$ cat config.mk
export PLATFORM = sky130hd
export DESIGN_NAME = laminar_voxel_probe
export DESIGN_NICKNAME = d
export VERILOG_FILES = /design/src/lvp_pkg.sv /design/src/laminar_voxel_probe.sv
export SDC_FILE = /design/constraint.sdc
export NUM_CORES = 1
export LEC_CHECK = 0
export BUFFER_PORTS_ARGS = -buffer_cell sky130_fd_sc_hd__clkbuf_2
export CAP_MARGIN = 20
export CORE_MARGIN = 2
export CORE_UTILIZATION = 30
export DETAILED_ROUTE_END_ITERATION = 12
export GPL_TIMING_DRIVEN = 0
export HOLD_SLACK_MARGIN = 0.06
export PLACE_DENSITY = 0.44
export SYNTH_ARGS = -nofsm -noshare
export SYNTH_HDL_FRONTEND = slang
export SYNTH_SLANG_ARGS = --single-unit
$ cat constraint.sdc
create_clock -name clk_i -period 16.3 [get_ports clk_i]
set_input_delay 3.26 -clock clk_i [delete_from_list [all_inputs] [get_ports clk_i]]
set_output_delay 3.26 -clock clk_i [all_outputs]
set_load 0.1 [all_outputs]
$ cat src/lvp_pkg.sv
// Types, constants and helper functions for the laminar voxel probe.
// No dependencies.
package lvp_pkg;

  localparam int unsigned LayerW    = 16;
  localparam int unsigned NumLayers = 4;
  localparam int unsigned MaxLayers = 4;
  localparam int unsigned LayerLimit = (MaxLayers < NumLayers) ? MaxLayers : NumLayers;
  localparam int unsigned CountW    = 3;
  localparam int unsigned SelW      = 2;
  localparam int unsigned ThreshW   = 17;
  localparam int unsigned SumW      = 18;
  localparam int unsigned CfgIdxW   = 3;
  localparam int unsigned CfgDataW  = 17;

  typedef logic signed [LayerW-1:0] layer_t;
  typedef logic [LayerW:0]          mag_t;

  typedef enum logic [3:0] {
    ModeSelect   = 4'd0,
    ModeConjL0L1 = 4'd1,
    ModeConjN0L2 = 4'd2,
    ModeConjN1N2 = 4'd3,
    ModeConjN0N1 = 4'd4,
    ModeConjL0N2 = 4'd5,
    ModeConjL1L2 = 4'd6,
    ModeArgMax   = 4'd7,
    ModeArgMin   = 4'd8,
    ModeExtreme  = 4'd9
  } mode_e;

  typedef enum logic [CfgIdxW-1:0] {
    RegMode       = 3'd0,
    RegSelLayer   = 3'd1,
    RegInvert     = 3'd2,
    RegLayerCount = 3'd3,
    RegThreshold  = 3'd4
  } reg_e;

  // Negate, clamping the most negative value to the most positive.
  function automatic layer_t sat_neg(layer_t x);
    layer_t r;
    if (x == {1'b1, {(LayerW-1){1'b0}}}) begin
      r = {1'b0, {(LayerW-1){1'b1}}};
    end else begin
      r = -x;
    end
    return r;
  endfunction

  // Operand nearer zero when both share a strict sign, else zero.
  function automatic layer_t conj(layer_t a, layer_t b);
    layer_t r;
    r = '0;
    if (a > 0 && b > 0) begin
      r = (b < a) ? b : a;
    end else if (a < 0 && b < 0) begin
      r = (b > a) ? b : a;
    end
    return r;
  endfunction

  function automatic mag_t abs_mag(layer_t x);
    logic signed [LayerW:0] e;
    mag_t r;
    e = {x[LayerW-1], x};
    r = e[LayerW] ? mag_t'(-e) : mag_t'(e);
    return r;
  endfunction

endpackage

$ cat src/laminar_voxel_probe.sv
// Laminar voxel probe top level: config registers, input register, result register.
// Depends on lvp_pkg.
//
// Each voxel request (four signed Q7.8 layers) yields one Q7.8 result: the
// request lands in an input register, a compare-and-select over the four layers
// picked by the mode register feeds the result register, which holds it until
// the sink takes it. The input register refills when empty or when the result
// stage advances, so one request per clock is sustained while the sink keeps
// m_axis_tready high. Write configuration only while no request is in flight;
// writes to indexes above four are dropped.
module laminar_voxel_probe (
  input  logic                         clk_i,
  input  logic                         rst_ni,
  input  logic                         s_axis_tvalid,
  output logic                         s_axis_tready,
  // layer_0 [15:0], layer_1 [31:16], layer_2 [47:32], layer_3 [63:48]
  input  logic [4*lvp_pkg::LayerW-1:0] s_axis_tdata,
  output logic                         m_axis_tvalid,
  input  logic                         m_axis_tready,
  // result_value [15:0]
  output logic [lvp_pkg::LayerW-1:0]   m_axis_tdata,
  input  logic                         cfg_we_i,
  input  logic [lvp_pkg::CfgIdxW-1:0]  cfg_index_i,
  input  logic [lvp_pkg::CfgDataW-1:0] cfg_wdata_i
);

  lvp_pkg::mode_e                 mode_q;
  logic [lvp_pkg::SelW-1:0]       sel_layer_q;
  logic                           invert_q;
  logic [lvp_pkg::CountW-1:0]     layer_count_q;
  logic [lvp_pkg::ThreshW-1:0]    threshold_q;

  logic                           in_valid_q;
  lvp_pkg::layer_t                layers_q [lvp_pkg::NumLayers];
  logic                           out_valid_q;
  lvp_pkg::layer_t                result_q;
  lvp_pkg::layer_t                result_d;
  logic                           stage_ready;
  logic [lvp_pkg::CountW-1:0]     n_eff;

  // Configuration registers.
  always_ff @(posedge clk_i or negedge rst_ni) begin
    if (!rst_ni) begin
      mode_q        <= lvp_pkg::ModeSelect;
      sel_layer_q   <= '0;
      invert_q      <= 1'b0;
      layer_count_q <= lvp_pkg::CountW'(3);
      threshold_q   <= lvp_pkg::ThreshW'(1);
    end else if (cfg_we_i) begin
      unique case (lvp_pkg::reg_e'(cfg_index_i))
        lvp_pkg::RegMode:       mode_q        <= lvp_pkg::mode_e'(cfg_wdata_i[3:0]);
        lvp_pkg::RegSelLayer:   sel_layer_q   <= cfg_wdata_i[lvp_pkg::SelW-1:0];
        lvp_pkg::RegInvert:     invert_q      <= cfg_wdata_i[0];
        lvp_pkg::RegLayerCount: layer_count_q <= cfg_wdata_i[lvp_pkg::CountW-1:0];
        lvp_pkg::RegThreshold:  threshold_q   <= cfg_wdata_i[lvp_pkg::ThreshW-1:0];
        default: ;
      endcase
    end
  end

  assign stage_ready   = !out_valid_q || m_axis_tready;
  assign s_axis_tready = !in_valid_q || stage_ready;
  assign m_axis_tvalid = out_valid_q;
  assign m_axis_tdata  = result_q;

  always_ff @(posedge clk_i or negedge rst_ni) begin
    if (!rst_ni) begin
      in_valid_q  <= 1'b0;
      out_valid_q <= 1'b0;
    end else begin
      if (s_axis_tready) begin
        in_valid_q <= s_axis_tvalid;
      end
      if (stage_ready) begin
        out_valid_q <= in_valid_q;
      end
    end
  end

  always_ff @(posedge clk_i) begin
    if (s_axis_tvalid && s_axis_tready) begin
      for (int i = 0; i < lvp_pkg::NumLayers; i++) begin
        layers_q[i] <= s_axis_tdata[i*lvp_pkg::LayerW +: lvp_pkg::LayerW];
      end
    end
    if (in_valid_q && stage_ready) begin
      result_q <= result_d;
    end
  end

  // Clamp the layer count to the layers that exist.
  assign n_eff = (layer_count_q > lvp_pkg::CountW'(lvp_pkg::LayerLimit))
               ? lvp_pkg::CountW'(lvp_pkg::LayerLimit) : layer_count_q;

  always_comb begin
    logic [lvp_pkg::SumW-1:0]   sum;
    lvp_pkg::layer_t            best;
    logic [lvp_pkg::CountW-1:0] best_idx;
    lvp_pkg::layer_t            zpos;
    lvp_pkg::layer_t            zneg;
    lvp_pkg::layer_t            sel;
    logic                       take;

    sum      = '0;
    best     = '0;
    best_idx = '0;
    zpos     = '0;
    zneg     = '0;
    take     = 1'b0;
    for (int j = 0; j < lvp_pkg::NumLayers; j++) begin
      if (lvp_pkg::CountW'(j) < n_eff) begin
        sum = sum + lvp_pkg::SumW'(lvp_pkg::abs_mag(layers_q[j]));
        // Strict compare keeps the lowest-numbered layer on ties.
        if (j == 0) begin
          take = 1'b1;
        end else if (mode_q == lvp_pkg::ModeArgMax) begin
          take = layers_q[j] > best;
        end else begin
          take = layers_q[j] < best;
        end
        if (take) begin
          best     = layers_q[j];
          best_idx = lvp_pkg::CountW'(j + 1);
        end
        if (layers_q[j] > zpos) begin
          zpos = layers_q[j];
        end
        if (layers_q[j] < zneg) begin
          zneg = layers_q[j];
        end
      end
    end

    sel = layers_q[sel_layer_q];
    result_d = '0;
    unique case (mode_q)
      lvp_pkg::ModeSelect:   result_d = invert_q ? lvp_pkg::sat_neg(sel) : sel;
      lvp_pkg::ModeConjL0L1: result_d = lvp_pkg::conj(layers_q[0], layers_q[1]);
      lvp_pkg::ModeConjN0L2: result_d = lvp_pkg::conj(lvp_pkg::sat_neg(layers_q[0]),
                                                      layers_q[2]);
      lvp_pkg::ModeConjN1N2: result_d = lvp_pkg::conj(lvp_pkg::sat_neg(layers_q[1]),
                                                      lvp_pkg::sat_neg(layers_q[2]));
      lvp_pkg::ModeConjN0N1: result_d = lvp_pkg::conj(lvp_pkg::sat_neg(layers_q[0]),
                                                      lvp_pkg::sat_neg(layers_q[1]));
      lvp_pkg::ModeConjL0N2: result_d = lvp_pkg::conj(layers_q[0],
                                                      lvp_pkg::sat_neg(layers_q[2]));
      lvp_pkg::ModeConjL1L2: result_d = lvp_pkg::conj(layers_q[1], layers_q[2]);
      lvp_pkg::ModeArgMax, lvp_pkg::ModeArgMin: begin
        if (best_idx != '0 && sum > {1'b0, threshold_q}) begin
          result_d = {5'b0, best_idx, 8'b0};
        end
      end
      lvp_pkg::ModeExtreme: begin
        result_d = (lvp_pkg::abs_mag(zneg) > {1'b0, zpos}) ? zneg : zpos;
      end
      default: result_d = '0;
    endcase
  end

endmodule

### After elaboration in Yosys (flattened, before gate mapping)

Memories as Yosys holds them, arrays and structs flattened.
Index checks and enable logic that the tools add are counted.

* add/sub/neg operators: 12
* $lt $le $gt $ge: 51
* eq/ne operators: 17
* mux-type cells: 87
* reductions and logical operators: 28

Operators with widths (number)
* 16-bit 2-to-1 mux: 58
* 16-bit greater-than comparator: 12
* 16-bit less-than comparator: 12
* 16-bit by 1-bit greater-than comparator with 1-bit output, second input constant: 10
* 16-bit by 1-bit less-than comparator with 1-bit output, second input constant: 10
* 16-bit one-hot mux with 9 select lines: 1
* 17-bit 2-to-1 mux: 6
* 16-bit negator with 17-bit output: 5
* 16-bit == test, second input constant: 4
* 16-bit negator: 4
* 18-bit by 17-bit adder with 18-bit output: 3
* 18-bit 2-to-1 mux: 3
* 3-bit 2-to-1 mux: 7
* 18-bit by 17-bit greater-than comparator with 1-bit output: 1
* 17-bit by 16-bit greater-than comparator with 1-bit output: 1
* 4-bit by 3-bit == test with 1-bit output, second input constant: 4
* 1-bit logical AND: 15
* 1-bit 2-to-1 mux: 11
* 11-bit 2-to-1 mux: 1
* 2-bit AND reduction: 5
* 4-bit by 2-bit == test with 1-bit output, second input constant: 2
* 4-bit == test, second input constant: 2
* 3-bit by 2-bit == test with 1-bit output, second input constant: 2
* 1-bit by 3-bit less-than comparator with 1-bit output, first input constant: 2
* 11 further kinds: 14

* register bits after elaboration: 45
* bits in writable memories: 64
* bits of input ports: 89
* output and inout bits: 18
* word-level logic and storage cells: 204
* memories kept: 1

Memory list
* layers_q: depth 4, bits a word 16, read ports 5, clocked after memory_dff 0, write ports 4, RTL line laminar_voxel_probe.sv:34 `lvp_pkg::layer_t layers_q [lvp_pkg::NumLayers];`

### Longest topological paths before layout

* word-level depth: 25
* depth in mapped cells: 51
* mapped depth without buffers: 44

### Worst setup path after synthesis

No wires, ideal clock.

* path kind: reg-to-reg
* start: memory layers_q[0][1] in the netlist's numbering
* end: register result_q[9], in the netlist m_axis_tdata[9] (data pin)
* library setup time: 0.271 ns
* arrival: 11.203 ns
* required time: 16.029 ns
* slack: 4.826 ns
* cell stages (with the launch flop): 44
* buffers on the path: 7
* period minus slack after synthesis: 11.474 ns
* cell sequence: edfxtp_1 > clkbuf_1 > inv_1 > ha_1 > or3b_2 > nor3_2 > a31oi_1 > clkbuf_1 > nand3_1 > ha_1 > a21oi_1 > o21ai_0 > a2111o_1 > o31ai_2 > clkbuf_1 > mux2_2 > ha_1 > nand4_1 > [... 8 more ...] > nand4_1 > nor4_1 > a211oi_1 > o31ai_1 > o21ai_1 > clkbuf_1 > mux2i_1 > ha_1 > a21o_1 > a21o_1 > a21oi_1 > a21oi_1 > o31a_1 > o41ai_1 > clkbuf_1 > nor2_1 > a22oi_1 > o211ai_1

RTL lines
* start: declaration: RTL line laminar_voxel_probe.sv:34
* end signal: assignment: RTL line laminar_voxel_probe.sv:87 `result_q <= result_d;`
* end: declaration: RTL line laminar_voxel_probe.sv:36 `lvp_pkg::layer_t result_q;`

==> metrics.log <==
[metrics] number of port buffers: 106
[metrics] Num CTS Buffers: 9
[metrics] number of global-route vias before repair: 21700
[metrics] Die Outline Area: around 0.07 mm²
[metrics] slew at the pin closest to its max-slew limit: between 1 and 1.5 ns
[metrics] wire length on met1: 50.0 mm
[metrics] Sink Count: 109
[metrics] detailed-routed wire length on met2: 51.7 mm
[metrics] number of H-tree branching levels: 3
[metrics] Final min period: 15.80 ns
[metrics] Setup-failing EPs final: 0
[metrics] count of pins on the block boundary: 107
[metrics] pin count of the biggest net entering global routing: between 40 and 50
[metrics] standard cell with the maximum stage delay on the critical path: sky130_fd_sc_hd__edfxtp_1
[metrics] CTS tree: yes
[metrics] data arrival time of the critical path: 16.07 ns
[metrics] pre-CTS setup slack: 0.563 ns
[metrics] number of enable-type register cells in the synthesized netlist: 80
[metrics] PnR Total Power: 2.94 mW
[metrics] Final Routed Wirelength: 116 mm
[metrics] Most common cell on crit path: sky130_fd_sc_hd__clkbuf_1
[metrics] YS warnings: 0
[metrics] wire length of the first global-routing pass: roughly 160 mm
[metrics] antenna violations before repair: 6
[metrics] Crit Path Category: flip-flop to flip-flop
[metrics] total routing usage reported by global routing: 31.9%
[metrics] routed via count: between 20000 and 25000
[metrics] Post-DP HPWL: 94.9 mm
[metrics] result of the run: complete, no violations
[metrics] post-layout util: 33.5%
[metrics] sequential fraction of the synthesis area: between 10% and 20%
[metrics] number of cells produced by synthesis: 2650
[metrics] Floorplan Core Area: 0.0687 mm²
[metrics] Slowest Stage Delay on Critical Path: 0.92 ns
[metrics] final worst clock skew: 0.0227 ns
[metrics] Distinct cells, synth: around 110
[metrics] buffers inserted during post-CTS setup optimization: 0
[metrics] initial drt markers: 2112
[metrics] Bufs on Longest Clock Path: 2
[metrics] portion of the clock cycle consumed by the worst path in the final layout: 96.9%
[metrics] Final GP Congestion: roughly 1.0
[metrics] synthesized area per cell: approximately 7.9 µm²
[metrics] Layout Area Growth over Synthesis: 10.2%
[metrics] summed negative setup slack over all endpoints: 0 ns
[metrics] cell area after synthesis: 0.0209 mm²
[metrics] required time reported for the critical path endpoint: 16.58 ns
[metrics] Cell Rows: 96
[metrics] fraction of final layout cells sized beyond drive strength 1: 11.4%
[metrics] Achievable Freq: 0.0633 GHz
[metrics] initial core utilization: between 30 and 40%
[metrics] vias per std cell: 5.98
[metrics] clock insertion delay at the later pin of the skew report: around 0.42 ns
[metrics] remaining antenna violation count after routing: 0
[metrics] count of endpoints failing hold in the final timing report: 0
[metrics] Worst slew margin: 11.0%
[metrics] CTS Hold Bufs: 0
[metrics] Critical Path Sink Type: flip-flop
[metrics] remaining global-route overflow: 0
[metrics] drt first pass iters: 6
[metrics] average wire length per cell after detail routing: 31.2 µm
[metrics] die outline width: 268 µm
[metrics] final slew viol count: 0
[metrics] class of the tightest hold or removal check: flip-flop to flip-flop
[metrics] maximum net fanout on the critical path: 11
[metrics] clock edge transition at the registers on the reported setup and hold paths: 0.10 ns
[metrics] DRC viols: 0
[metrics] Main synth FF type: sky130_fd_sc_hd__edfxtp_1
[metrics] cell at the root of the clock tree: sky130_fd_sc_hd__clkbuf_16
[metrics] flip-flop and latch count after synthesis: 109
[metrics] leakage power summed over all cells: 9.86 nW
[metrics] maximum vdd drop: 0.0000629 V
[metrics] number of instances resized during post-cts repair: 0
[metrics] max-cap check violation count: 0
[metrics] Async S/R FF share, synth: 26.6%
[metrics] power per unit of standard cell area: 128 mW/mm²
[metrics] unrepaired setup endpoints after global routing: false
[metrics] height of the die: 268 µm
[metrics] wire length on met3: 7.45 mm
[metrics] final net count: 3211
[metrics] Post-Route Hold Slack: approximately 0.5 ns
[metrics] final critical-path setup slack: 0.504 ns
[metrics] uppermost layer routed: met4
[metrics] Startpoint Class: flip-flop
-- worst max-delay path: cells and delay by family (launching register included) --
kind	cells	cell delay, ns
AO/OA/AOI/OAI	16	5.11
adder cells (fa/ha/maj)	5	1.75
buffers and inverters	9	3.69
flip-flops	1	0.92
multiplexers	4	2.28
AND/OR/NAND/NOR	9	1.84
-- final cells by class --
type | count | area, µm²
inverters | 184 | 691
repair buffers | 116 | 621
diodes | 5 | 12.5
multi-input cells | 2239 | 16500
fillers | 7412 | 45700
clock inverters | 7 | 77.6
well taps | 931 | 1160
plain buffers | 120 | 604
flip-flops and latches | 109 | 3130
clock buffers | 9 | 225
-- cell usage after synthesis (23+ instances only) --
| master | count | area, µm² |
|---|---|---|
| sky130_fd_sc_hd__a21o_1 | 49 | 368 |
| sky130_fd_sc_hd__a21oi_1 | 167 | 836 |
| sky130_fd_sc_hd__clkbuf_1 | 85 | 319 |
| sky130_fd_sc_hd__dfrtp_1 | 26 | 651 |
| sky130_fd_sc_hd__edfxtp_1 | 80 | 2400 |
| sky130_fd_sc_hd__ha_1 | 340 | 4250 |
| sky130_fd_sc_hd__inv_1 | 182 | 683 |
| sky130_fd_sc_hd__mux2_2 | 82 | 923 |
| sky130_fd_sc_hd__mux2i_1 | 80 | 801 |
| sky130_fd_sc_hd__nand2_1 | 253 | 950 |
| sky130_fd_sc_hd__nand2b_1 | 29 | 181 |
| sky130_fd_sc_hd__nand3_1 | 93 | 465 |
| sky130_fd_sc_hd__nand4_1 | 56 | 350 |
| sky130_fd_sc_hd__nor2_1 | 239 | 897 |
| sky130_fd_sc_hd__nor2b_1 | 31 | 194 |
| sky130_fd_sc_hd__nor3_1 | 62 | 310 |
| sky130_fd_sc_hd__o211ai_1 | 37 | 278 |
| sky130_fd_sc_hd__o21a_1 | 30 | 225 |
| sky130_fd_sc_hd__o21ai_0 | 161 | 806 |
| sky130_fd_sc_hd__o22ai_1 | 23 | 144 |
| sky130_fd_sc_hd__xnor2_1 | 109 | 955 |
| sky130_fd_sc_hd__xor2_1 | 24 | 210 |
-- per-layer routing --
layer	vias to the layer above	track usage [%]
met5	-	0
met1	10900	41.4
met3	265	4.87
met2	994	51.0
li1	10100	-
met4	0	17.0
-- kinds of logic (layout without fill, tap and decap cells) --
logic type	after synthesis	count (layout)	share of synthesized area [%]
xor gates and xnor gates	133	133	5.58
other	2	10	0.0360
and+or+nand+nor	904	904	21.3
DFF	109	109	15.0
muxes	179	179	10.1
buffers and inverters	305	436	6.22
AOI/OAI and AO/OA	675	675	21.1
adders and majority gates	343	343	20.7
-- sequential cells by signal, summed over array words and instances, names as in the netlist --
signal	flops
layer_count_q	3
m_axis_tdata	16
sel_layer_q	2
m_axis_tvalid	1
mode_q	4
invert_q	1
in_valid_q	1
threshold_q	17
layers_q	64
-- power breakdown --
part	switching (mW)	total, mW	leakage [nW]	internal [mW]
Sequential	0.0501	0.391	1.12	0.341
Combinational	1.45	2.29	8.59	0.835
Clock	0.143	0.260	0.155	0.117
Total	1.64	2.94	9.86	1.29
-- placed cells by master, fill, tap and decap left out, types with 80 or more instances in the layout --
cell type and n:
sky130_fd_sc_hd__a21oi_1 167, sky130_fd_sc_hd__clkbuf_1 84, sky130_fd_sc_hd__clkbuf_2 106, sky130_fd_sc_hd__edfxtp_1 80, sky130_fd_sc_hd__ha_1 340, sky130_fd_sc_hd__inv_1 182
sky130_fd_sc_hd__mux2_2 82, sky130_fd_sc_hd__mux2i_1 80, sky130_fd_sc_hd__nand2_1 253, sky130_fd_sc_hd__nand3_1 93, sky130_fd_sc_hd__nor2_1 239, sky130_fd_sc_hd__o21ai_0 161
sky130_fd_sc_hd__xnor2_1 109
-- stage by stage --
step,cell area (µm²),std cells
after floorplan,20900,2653
after global placement,22600,3690
after detailed placement,22700,3697
after CTS,23000,3713
after global routing,23000,3715
final,23000,3720
-- path summary, 6_finish.rpt --
check | from | to | slack (ns) | depth (start not counted)
setup / recovery | layers_q[0][1] | m_axis_tdata[13] | 0.50 | 43
hold / removal | in_valid_q | m_axis_tvalid | 0.50 | 1
setup reg to reg | layers_q[0][1] | m_axis_tdata[13] | 0.50 | 43
hold reg to reg | in_valid_q | m_axis_tvalid | 0.50 | 1
max in group asynchronous | rst_ni | invert_q | 12.92 | 1
min in group asynchronous | rst_ni | layer_count_q[2] | 2.90 | 1
Power figures use the tool's default switching activity.
